## src/hdl/cie_pkg.sv

```systemverilog
// Shared types and constants for the 16-bit instruction execute block.
`timescale 1ns / 1ps

package cie_pkg;

   // Architectural sizes
   localparam int WORD_W     = 16;
   localparam int PC_W       = 8;
   localparam int REG_COUNT  = 8;
   localparam int REG_ADDR_W = 3;
   localparam int MEM_DEPTH  = 256;
   localparam int MEM_ADDR_W = 8;

   // Instruction field positions
   localparam int OPC_MSB = 15;
   localparam int OPC_LSB = 11;
   localparam int RA_MSB  = 10;
   localparam int RA_LSB  = 8;
   localparam int RB_MSB  = 7;
   localparam int RB_LSB  = 5;
   localparam int IMM_MSB = 7;

   typedef enum logic [4:0] {
      OP_MOV = 5'd0,
      OP_ADD = 5'd1,
      OP_SUB = 5'd2,
      OP_AND = 5'd3,
      OP_OR  = 5'd4,
      OP_SL  = 5'd5,
      OP_SR  = 5'd6,
      OP_SRA = 5'd7,
      OP_LDL = 5'd8,
      OP_LDH = 5'd9,
      OP_CMP = 5'd10,
      OP_JE  = 5'd11,
      OP_JMP = 5'd12,
      OP_LD  = 5'd13,
      OP_ST  = 5'd14,
      OP_HLT = 5'd15
   } opcode_type;

   // Architectural state seen by the execute logic
   typedef struct packed {
      logic [PC_W-1:0] pc;
      logic            equal;
      logic            stopped;
   } arch_state_type;

   // Everything one executed instruction produces
   typedef struct packed {
      logic [PC_W-1:0]       next_pc;
      logic                  halted;
      logic                  equal_flag;
      logic                  reg_write;
      logic [REG_ADDR_W-1:0] reg_index;
      logic [WORD_W-1:0]     reg_value;
      logic                  mem_write;
      logic [MEM_ADDR_W-1:0] mem_addr;
      logic [WORD_W-1:0]     mem_data;
   } exec_result_type;

endpackage

```

## src/hdl/cie_ram.sv

```systemverilog
// Generic single-write, single-read RAM with registered read data.
`timescale 1ns / 1ps

module cie_ram #(
   parameter int WIDTH = 16,
   parameter int DEPTH = 256
) (
   input  logic                     clock,
   input  logic                     wr_en,
   input  logic [$clog2(DEPTH)-1:0] wr_addr,
   input  logic [WIDTH-1:0]         wr_data,
   input  logic                     rd_en,
   input  logic [$clog2(DEPTH)-1:0] rd_addr,
   output logic [WIDTH-1:0]         rd_data
);

   logic [WIDTH-1:0] mem_ff [DEPTH];
   logic [WIDTH-1:0] rd_data_ff;

   // Write port and registered read port; read returns old data on a collision
   always_ff @(posedge clock) begin
      if (wr_en) begin
         mem_ff[wr_addr] <= wr_data;
      end
      if (rd_en) begin
         rd_data_ff <= mem_ff[rd_addr];
      end
   end

   assign rd_data = rd_data_ff;

endmodule

```

## src/hdl/cie_alu.sv

```systemverilog
// Execute logic: decodes one instruction and computes its effects.
`timescale 1ns / 1ps

module cie_alu import cie_pkg::*; (
   input  logic [WORD_W-1:0] instruction,
   input  logic [WORD_W-1:0] opnd_a,
   input  logic [WORD_W-1:0] opnd_b,
   input  logic [WORD_W-1:0] mem_word,
   input  arch_state_type    state,
   output exec_result_type   result
);

   opcode_type            opc;
   logic [REG_ADDR_W-1:0] ra;
   logic [MEM_ADDR_W-1:0] imm;

   assign opc = opcode_type'(instruction[OPC_MSB:OPC_LSB]);
   assign ra  = instruction[RA_MSB:RA_LSB];
   assign imm = instruction[IMM_MSB:0];

   // Compute next counter, flags and the register or memory write
   always_comb begin
      result            = '0;
      result.next_pc    = state.pc;
      result.halted     = state.stopped;
      result.equal_flag = state.equal;
      if (!state.stopped) begin
         result.next_pc = PC_W'(state.pc + 8'd1);
         case (opc)
            OP_MOV: begin
               result.reg_write = 1'b1;
               result.reg_value = opnd_b;
            end
            OP_ADD: begin
               result.reg_write = 1'b1;
               result.reg_value = WORD_W'(opnd_a + opnd_b);
            end
            OP_SUB: begin
               result.reg_write = 1'b1;
               result.reg_value = WORD_W'(opnd_a - opnd_b);
            end
            OP_AND: begin
               result.reg_write = 1'b1;
               result.reg_value = opnd_a & opnd_b;
            end
            OP_OR: begin
               result.reg_write = 1'b1;
               result.reg_value = opnd_a | opnd_b;
            end
            OP_SL: begin
               result.reg_write = 1'b1;
               result.reg_value = {opnd_a[WORD_W-2:0], 1'b0};
            end
            OP_SR: begin
               result.reg_write = 1'b1;
               result.reg_value = {1'b0, opnd_a[WORD_W-1:1]};
            end
            OP_SRA: begin
               result.reg_write = 1'b1;
               result.reg_value = {opnd_a[WORD_W-1], opnd_a[WORD_W-1:1]};
            end
            OP_LDL: begin
               result.reg_write = 1'b1;
               result.reg_value = {opnd_a[WORD_W-1:8], imm};
            end
            OP_LDH: begin
               result.reg_write = 1'b1;
               result.reg_value = {imm, opnd_a[7:0]};
            end
            OP_CMP: begin
               result.equal_flag = (opnd_a == opnd_b);
            end
            OP_JE: begin
               if (state.equal) begin
                  result.next_pc = imm;
               end
            end
            OP_JMP: begin
               result.next_pc = imm;
            end
            OP_LD: begin
               result.reg_write = 1'b1;
               result.reg_value = mem_word;
            end
            OP_ST: begin
               result.mem_write = 1'b1;
               result.mem_addr  = imm;
               result.mem_data  = opnd_a;
            end
            OP_HLT: begin
               result.halted = 1'b1;
            end
            default: begin
               // unused opcodes only advance the counter
            end
         endcase
         if (result.reg_write) begin
            result.reg_index = ra;
         end
      end
   end

endmodule

```

## src/hdl/cpu16_instruction_execute.sv

```systemverilog
// Top level of the 16-bit instruction execute block.
// Usage:
//   The req_ channel carries one instruction word per transaction, the word
//   fetched at the program counter last reported on rsp_next_pc. The rsp_
//   channel returns one transaction per instruction: the new counter, the
//   halted and equal flags, and any register or data memory write.
// Pipeline and throughput:
//   An accepted transaction goes to the input register and its result to the
//   output register. One instruction is accepted every cycle unless stalled.
//   At acceptance the register file copies and the data memory are read; a
//   write by the instruction executing in that same cycle is forwarded.
//   The execute stage then computes the result into the output register.
// Stall:
//   While rsp_stall holds a result, the instruction behind it waits in the
//   input register, and req_stall rises only once that register is full.
// Reset:
//   Synchronous reset empties both stages, clears the counter, equal flag
//   and halted mark, and marks every register and memory word as zero.
//   No clearing pass is needed; the block accepts work in the next cycle.
// After halt, instructions are still taken and answered with held state.
`timescale 1ns / 1ps

module cpu16_instruction_execute import cie_pkg::*; (
   input  logic                  clock,
   input  logic                  reset,
   input  logic                  req_valid,
   output logic                  req_stall,
   input  logic [WORD_W-1:0]     req_instruction,
   output logic                  rsp_valid,
   input  logic                  rsp_stall,
   output logic [PC_W-1:0]       rsp_next_pc,
   output logic                  rsp_halted,
   output logic                  rsp_equal_flag,
   output logic                  rsp_reg_write,
   output logic [REG_ADDR_W-1:0] rsp_reg_index,
   output logic [WORD_W-1:0]     rsp_reg_value,
   output logic                  rsp_mem_write,
   output logic [MEM_ADDR_W-1:0] rsp_mem_addr,
   output logic [WORD_W-1:0]     rsp_mem_data
);

   // Control state
   logic                 s1_valid_ff;
   logic                 rsp_valid_ff;
   logic [PC_W-1:0]      pc_ff;
   logic                 flag_ff;
   logic                 stop_ff;
   logic [REG_COUNT-1:0] reg_vld_ff;
   logic [MEM_DEPTH-1:0] mem_vld_ff;

   // Input stage payload
   logic [WORD_W-1:0] s1_instr_ff;
   logic              s1_a_byp_ff, s1_b_byp_ff, s1_m_byp_ff;
   logic [WORD_W-1:0] s1_a_fwd_ff, s1_b_fwd_ff, s1_m_fwd_ff;
   logic              s1_a_vld_ff, s1_b_vld_ff, s1_m_vld_ff;

   // Output register payload
   exec_result_type rsp_res_ff;

   logic                  accept;
   logic                  exec_fire;
   logic                  out_free;
   logic                  reg_we;
   logic                  mem_we;
   logic [REG_ADDR_W-1:0] in_ra, in_rb;
   logic [MEM_ADDR_W-1:0] in_addr;
   logic [WORD_W-1:0]     ra_data, rb_data, mem_rd_data;
   logic [WORD_W-1:0]     opnd_a, opnd_b, mem_word;
   logic                  a_byp_in, b_byp_in, m_byp_in;
   arch_state_type        state;
   exec_result_type       res;

   // Handshake and stage advance
   assign out_free  = !rsp_valid_ff || !rsp_stall;
   assign exec_fire = s1_valid_ff && out_free;
   assign req_stall = s1_valid_ff && !exec_fire;
   assign accept    = req_valid && !req_stall;

   assign in_ra   = req_instruction[RA_MSB:RA_LSB];
   assign in_rb   = req_instruction[RB_MSB:RB_LSB];
   assign in_addr = req_instruction[IMM_MSB:0];

   assign reg_we = exec_fire && res.reg_write;
   assign mem_we = exec_fire && res.mem_write;

   // Forward writes of the executing instruction to the incoming one
   assign a_byp_in = reg_we && (res.reg_index == in_ra);
   assign b_byp_in = reg_we && (res.reg_index == in_rb);
   assign m_byp_in = mem_we && (res.mem_addr == in_addr);

   // Register file: two copies give two read ports
   cie_ram #(.WIDTH(WORD_W), .DEPTH(REG_COUNT)) u_rf_a (
      .clock   (clock),
      .wr_en   (reg_we),
      .wr_addr (res.reg_index),
      .wr_data (res.reg_value),
      .rd_en   (accept),
      .rd_addr (in_ra),
      .rd_data (ra_data)
   );

   cie_ram #(.WIDTH(WORD_W), .DEPTH(REG_COUNT)) u_rf_b (
      .clock   (clock),
      .wr_en   (reg_we),
      .wr_addr (res.reg_index),
      .wr_data (res.reg_value),
      .rd_en   (accept),
      .rd_addr (in_rb),
      .rd_data (rb_data)
   );

   // Data memory
   cie_ram #(.WIDTH(WORD_W), .DEPTH(MEM_DEPTH)) u_dmem (
      .clock   (clock),
      .wr_en   (mem_we),
      .wr_addr (res.mem_addr),
      .wr_data (res.mem_data),
      .rd_en   (accept),
      .rd_addr (in_addr),
      .rd_data (mem_rd_data)
   );

   // Select operands: forwarded value, stored word, or zero if never written
   assign opnd_a   = s1_a_byp_ff ? s1_a_fwd_ff : (s1_a_vld_ff ? ra_data : '0);
   assign opnd_b   = s1_b_byp_ff ? s1_b_fwd_ff : (s1_b_vld_ff ? rb_data : '0);
   assign mem_word = s1_m_byp_ff ? s1_m_fwd_ff : (s1_m_vld_ff ? mem_rd_data : '0);

   assign state.pc      = pc_ff;
   assign state.equal   = flag_ff;
   assign state.stopped = stop_ff;

   cie_alu u_alu (
      .instruction (s1_instr_ff),
      .opnd_a      (opnd_a),
      .opnd_b      (opnd_b),
      .mem_word    (mem_word),
      .state       (state),
      .result      (res)
   );

   // Advance control state
   always_ff @(posedge clock) begin
      if (reset) begin
         s1_valid_ff  <= 1'b0;
         rsp_valid_ff <= 1'b0;
         pc_ff        <= '0;
         flag_ff      <= 1'b0;
         stop_ff      <= 1'b0;
         reg_vld_ff   <= '0;
         mem_vld_ff   <= '0;
      end else begin
         if (accept) begin
            s1_valid_ff <= 1'b1;
         end else if (exec_fire) begin
            s1_valid_ff <= 1'b0;
         end
         if (exec_fire) begin
            rsp_valid_ff <= 1'b1;
            pc_ff        <= res.next_pc;
            flag_ff      <= res.equal_flag;
            stop_ff      <= res.halted;
         end else if (!rsp_stall) begin
            rsp_valid_ff <= 1'b0;
         end
         if (reg_we) begin
            reg_vld_ff[res.reg_index] <= 1'b1;
         end
         if (mem_we) begin
            mem_vld_ff[res.mem_addr] <= 1'b1;
         end
      end
   end

   // Capture the input stage and the result register
   always_ff @(posedge clock) begin
      if (accept) begin
         s1_instr_ff <= req_instruction;
         s1_a_byp_ff <= a_byp_in;
         s1_b_byp_ff <= b_byp_in;
         s1_m_byp_ff <= m_byp_in;
         s1_a_fwd_ff <= res.reg_value;
         s1_b_fwd_ff <= res.reg_value;
         s1_m_fwd_ff <= res.mem_data;
         s1_a_vld_ff <= reg_vld_ff[in_ra];
         s1_b_vld_ff <= reg_vld_ff[in_rb];
         s1_m_vld_ff <= mem_vld_ff[in_addr];
      end
      if (exec_fire) begin
         rsp_res_ff <= res;
      end
   end

   assign rsp_valid      = rsp_valid_ff;
   assign rsp_next_pc    = rsp_res_ff.next_pc;
   assign rsp_halted     = rsp_res_ff.halted;
   assign rsp_equal_flag = rsp_res_ff.equal_flag;
   assign rsp_reg_write  = rsp_res_ff.reg_write;
   assign rsp_reg_index  = rsp_res_ff.reg_index;
   assign rsp_reg_value  = rsp_res_ff.reg_value;
   assign rsp_mem_write  = rsp_res_ff.mem_write;
   assign rsp_mem_addr   = rsp_res_ff.mem_addr;
   assign rsp_mem_data   = rsp_res_ff.mem_data;

endmodule

```

## config.mk

```make
export PLATFORM = sky130hd
export DESIGN_NAME = cpu16_instruction_execute
export DESIGN_NICKNAME = d
export VERILOG_FILES = /design/src/hdl/cie_pkg.sv /design/src/hdl/cie_ram.sv /design/src/hdl/cie_alu.sv /design/src/hdl/cpu16_instruction_execute.sv
export SDC_FILE = /design/constraint.sdc
export NUM_CORES = 2
export LEC_CHECK = 0
export BUFFER_PORTS_ARGS = -buffer_cell sky130_fd_sc_hd__buf_2
export CAP_MARGIN = 40
export CORE_MARGIN = 2
export CORE_UTILIZATION = 55
export DETAILED_ROUTE_END_ITERATION = 10
export PLACE_DENSITY = 0.73
export RECOVER_POWER = 25
export SLEW_MARGIN = 20
export SYNTH_ARGS = -nofsm -noshare
export SYNTH_HDL_FRONTEND = slang
export SYNTH_MEMORY_MAX_BITS = 65536
export SYNTH_SLANG_ARGS = --single-unit
```

## constraint.sdc

```tcl
create_clock -name clock -period 8.9 [get_ports clock]
set_input_delay 0.445 -clock clock [delete_from_list [all_inputs] [get_ports clock]]
set_output_delay 0.445 -clock clock [all_outputs]
set_load 0.01 [all_outputs]
```

==> results.yml <==
worst_setup_path:
  r2r_end: "u_dmem.mem_ff[201][1]$_DFFE_PP_"
  worstSetupEndpointType: "register"
  crit_path_max_fanout: 64
  crit_chain: "dlygate4sd3_1, clkbuf_1, inv_8, clkbuf_1, clkbuf_1, o21a_1"
  cp.arrival_ns: 7.56
  critPathLaunchType: "input port"
  critPathSlowestCell: "clkbuf_1"
  worstPathRequired_ns: 9.80
  r2r-start: "s1_instr_ff[12]$_DFFE_PP_"
  reg2regPathDepth: 7
  path_common_cell: "clkbuf_1"
  r2r_slack_ns: 2.41
  critical_path_class: "in2reg"
  slowest_delay_ns: 2.42
die:
  rows: 211
  ios: 77
  core_um2: 329700
  die_w_um: 578.9
  start_util: 0.5512
  die_area_um2: 335100
  die_h_um: 578.9
global_routing:
  antenna_found_initial: 23
  first_global_vias: 90435
  grt_usage: 0.2790
  overflow: 0
  grt_pass1_wl_mm: 664.0
  grt_max_degree: 218
clock_tree:
  cts_buffers: 445
  cts.repair.resized: 0
  clock_latency_ns: 1.02
  tritoncts: "built"
  clk_pin_slew_ns: 0.06
  cts.sinks: 4657
  clockBufferDepth: 4
  clockRootBuffer: "clkbuf_16"
  h-tree-depth: 5
  post-cts-setup-buffers: 0
  hold_buffers: 13
logic_synthesis:
  synth_compound_gate_area_share: 0.02602
  synth_fp_nets: 8411
  synthXorXnorAreaFrac: 0.0009156
  ys_seq_elements: 4657
  async_flop_share: 0
  syn_avg_cell_area_um2: 21.80
  synth_top_family_by_area: "multiplexers"
  ys_seq_area_frac: 0.7542
  yosysWarnings: 0
  synth_edf_count: 4381
  yosysTopAreaCellShare: 0.7238
  syn_inst: 8336
  synth.area.top_cells: "edfxtp_1 (72%), mux4_2 (16%), dfxtp_1 (3.0%)"
  yosys-top-cells-count: "edfxtp_1 (4381), mux4_2 (1296), nor2_1 (487), dfxtp_1 (276), o21a_1 (215)"
  synthAdderAreaFrac: 0.003869
  synth_ff_type: "edfxtp_1"
  syn_area_um2: 181800
  yosysTopAreaCell: "edfxtp_1"
  synth_mux_area_frac: 0.1784
  synth-simple-area-share: 0.02043
  yosysMostFrequentCell: "edfxtp_1"
  synth_cell_types: 78
timing:
  period_minus_slack_ns: 6.655
  max_freq_ghz: 0.1503
  finalSetupTns_ns: 0
  finalWorstSetupSlack_ns: 2.245
  worstMarginPinSlew_ns: 4.464
  hold_slack_ns: 0.3030
  setup_viol: 0
  rsz0062_at_grt: "no"
  fin_crit_sh: 0.7478
  slew_viol_final: 1976
  slew_headroom: -1.976
  fin_skew_ns: 0.07968
  hold_viol: 0
finish:
  multi_input_area_um2: 42250
  stdcell_count: 13630
  fillers: 21635
  fin_util: 0.6184
  seq_area_um2: 137100
  area_delta_synth_final_pct: 12.19
  final_area_um2: 203900
  drive_gt1_frac: 0.2879
  fin_nets: 8940
drt:
  viasPerCell: 6.704
  drt_iter0_drc: 14172
  ant_nets: 0
  vias: 91372
  drc_errors: 0
  finalWirelength_mm: 467.7
  avgRoutedWirePerCell_um: 34.31
  firstDrtPassIters: 6
outcome:
  status: "complete, but fails checks"
  violations: "max-capacitance violations, max-slew violations"
power_and_ir_drop:
  ir_drop_mv: 0.1610
  leakage_nw: 67.88
  power_mw: 43.80
  p_per_area_nw_per_um2: 214.8
placement:
  place_congestion: 0.9363
  detailedPlace.worstSlack_ns: 4.091
  dpl.hpwl_mm: 272.0
  place.port_buffers: 76
  dpl_cell_area_um2: 189700
  dp_cells: 12741
hold_path:
  min_to: "s1_instr_ff[15]$_DFFE_PP_"
  hold_path_class: "in2reg"
  min_from: "req_instruction[15]"
  hold-path-cell-count: 2
job:
  cap_violations: 44
[state kept, by name, summed over array words and instances (netlist names), 16 cells and up]
register and flops:
u_rf_b.rd_data 16, u_rf_a.mem_ff 128, s1_b_fwd_ff 16, u_dmem.mem_ff 4096, u_dmem.rd_data 16, rsp_reg_value 16
s1_instr_ff 16, s1_m_fwd_ff 16, rsp_mem_data 16, mem_vld_ff 256, u_rf_a.rd_data 16
[worst max-delay path: cells and delay by family]
family | cells | cell delay, ns
buffers and inverters | 5 | 6.59
AO/OA/AOI/OAI | 1 | 0.31
[worst max-delay path by stage]
stage                                         start                        endpoint  slack, ns
final                                         reset     mem_vld_ff[55]$_SDFFE_PP0P_       2.24
after global routing                          reset     mem_vld_ff[55]$_SDFFE_PP0P_       2.06
after CTS                     s1_a_byp_ff$_DFFE_PP_  u_rf_a.mem_ff[1][15]$_DFFE_PP_       4.00
after detailed placement      s1_a_byp_ff$_DFFE_PP_  u_rf_a.mem_ff[6][15]$_DFFE_PP_       4.09
after global placement    s1_instr_ff[13]$_DFFE_PP_  u_dmem.mem_ff[56][7]$_DFFE_PP_       3.32
after floorplan               s1_a_byp_ff$_DFFE_PP_       rsp_mem_data[8]$_DFFE_PP_       0.20
[cells by family after synthesis]
logic type      Yosys count
compound gates          664
xor+xnor                 19
fa+ha+maj                55
buf+inv                 537
flops                  4657
mux                    1600
simple gates            804
[routing by layer]
layer / up-vias / track usage / share of wire
met2: 5942 / 0.4276 / 0.47
met5: - / 0 / 0.00016
met1: 48368 / 0.3959 / 0.37
met4: 12 / 0.1142 / 0.046
li1: 36132 / - / -
met3: 918 / 0.05970 / 0.11
[cell usage in the layout (no fill, tap or decap), types with 14 or more instances in the layout]
cell / Yosys / layout
a21oi_1: 54 / 54
a22o_1: 20 / 20
a22oi_1: 105 / 105
buf_12: 0 / 31
buf_16: 0 / 15
buf_4: 49 / 321
buf_8: 0 / 22
bufinv_16: 0 / 27
clkbuf_1: 186 / 245
clkbuf_16: 0 / 448
clkbuf_8: 0 / 27
clkinv_1: 2 / 85
clkinv_2: 0 / 94
clkinvlp_4: 0 / 15
dfxtp_1: 276 / 276
dlygate4sd3_1: 0 / 14
edfxtp_1: 4381 / 4381
ha_1: 53 / 53
inv_1: 53 / 54
mux2_2: 157 / 155
mux2i_1: 147 / 147
mux4_2: 1296 / 1296
nand2_1: 88 / 84
nand3_1: 39 / 35
nand4_1: 25 / 25
nor2_1: 487 / 395
nor2_2: 0 / 74
nor2_4: 0 / 18
nor2b_1: 20 / 17
nor3_1: 33 / 29
nor4b_2: 16 / 15
o21a_1: 215 / 215
o21ai_0: 37 / 38
o22a_1: 19 / 19
o22ai_1: 120 / 120
or4_1: 18 / 18
[power breakdown]
group          internal (mW)  switching [mW]
combinational          0.639           0.956
sequential              23.7          0.0655
clock                   10.3            8.12
[area by class of cell]
| class | count | area share |
|---|---|---|
| multi-input cells | 3142 | 0.2072 |
| clock inverters | 250 | 0.01091 |
| diodes | 6 | 0.00007363 |
| inverters | 56 | 0.001074 |
| well taps | 4366 | 0.02679 |
| flip-flops and latches | 4657 | 0.6722 |
| clock buffers | 590 | 0.05892 |
| repair buffers | 563 | 0.02278 |
No activity file was read; power rests on OpenSTA's default activity.
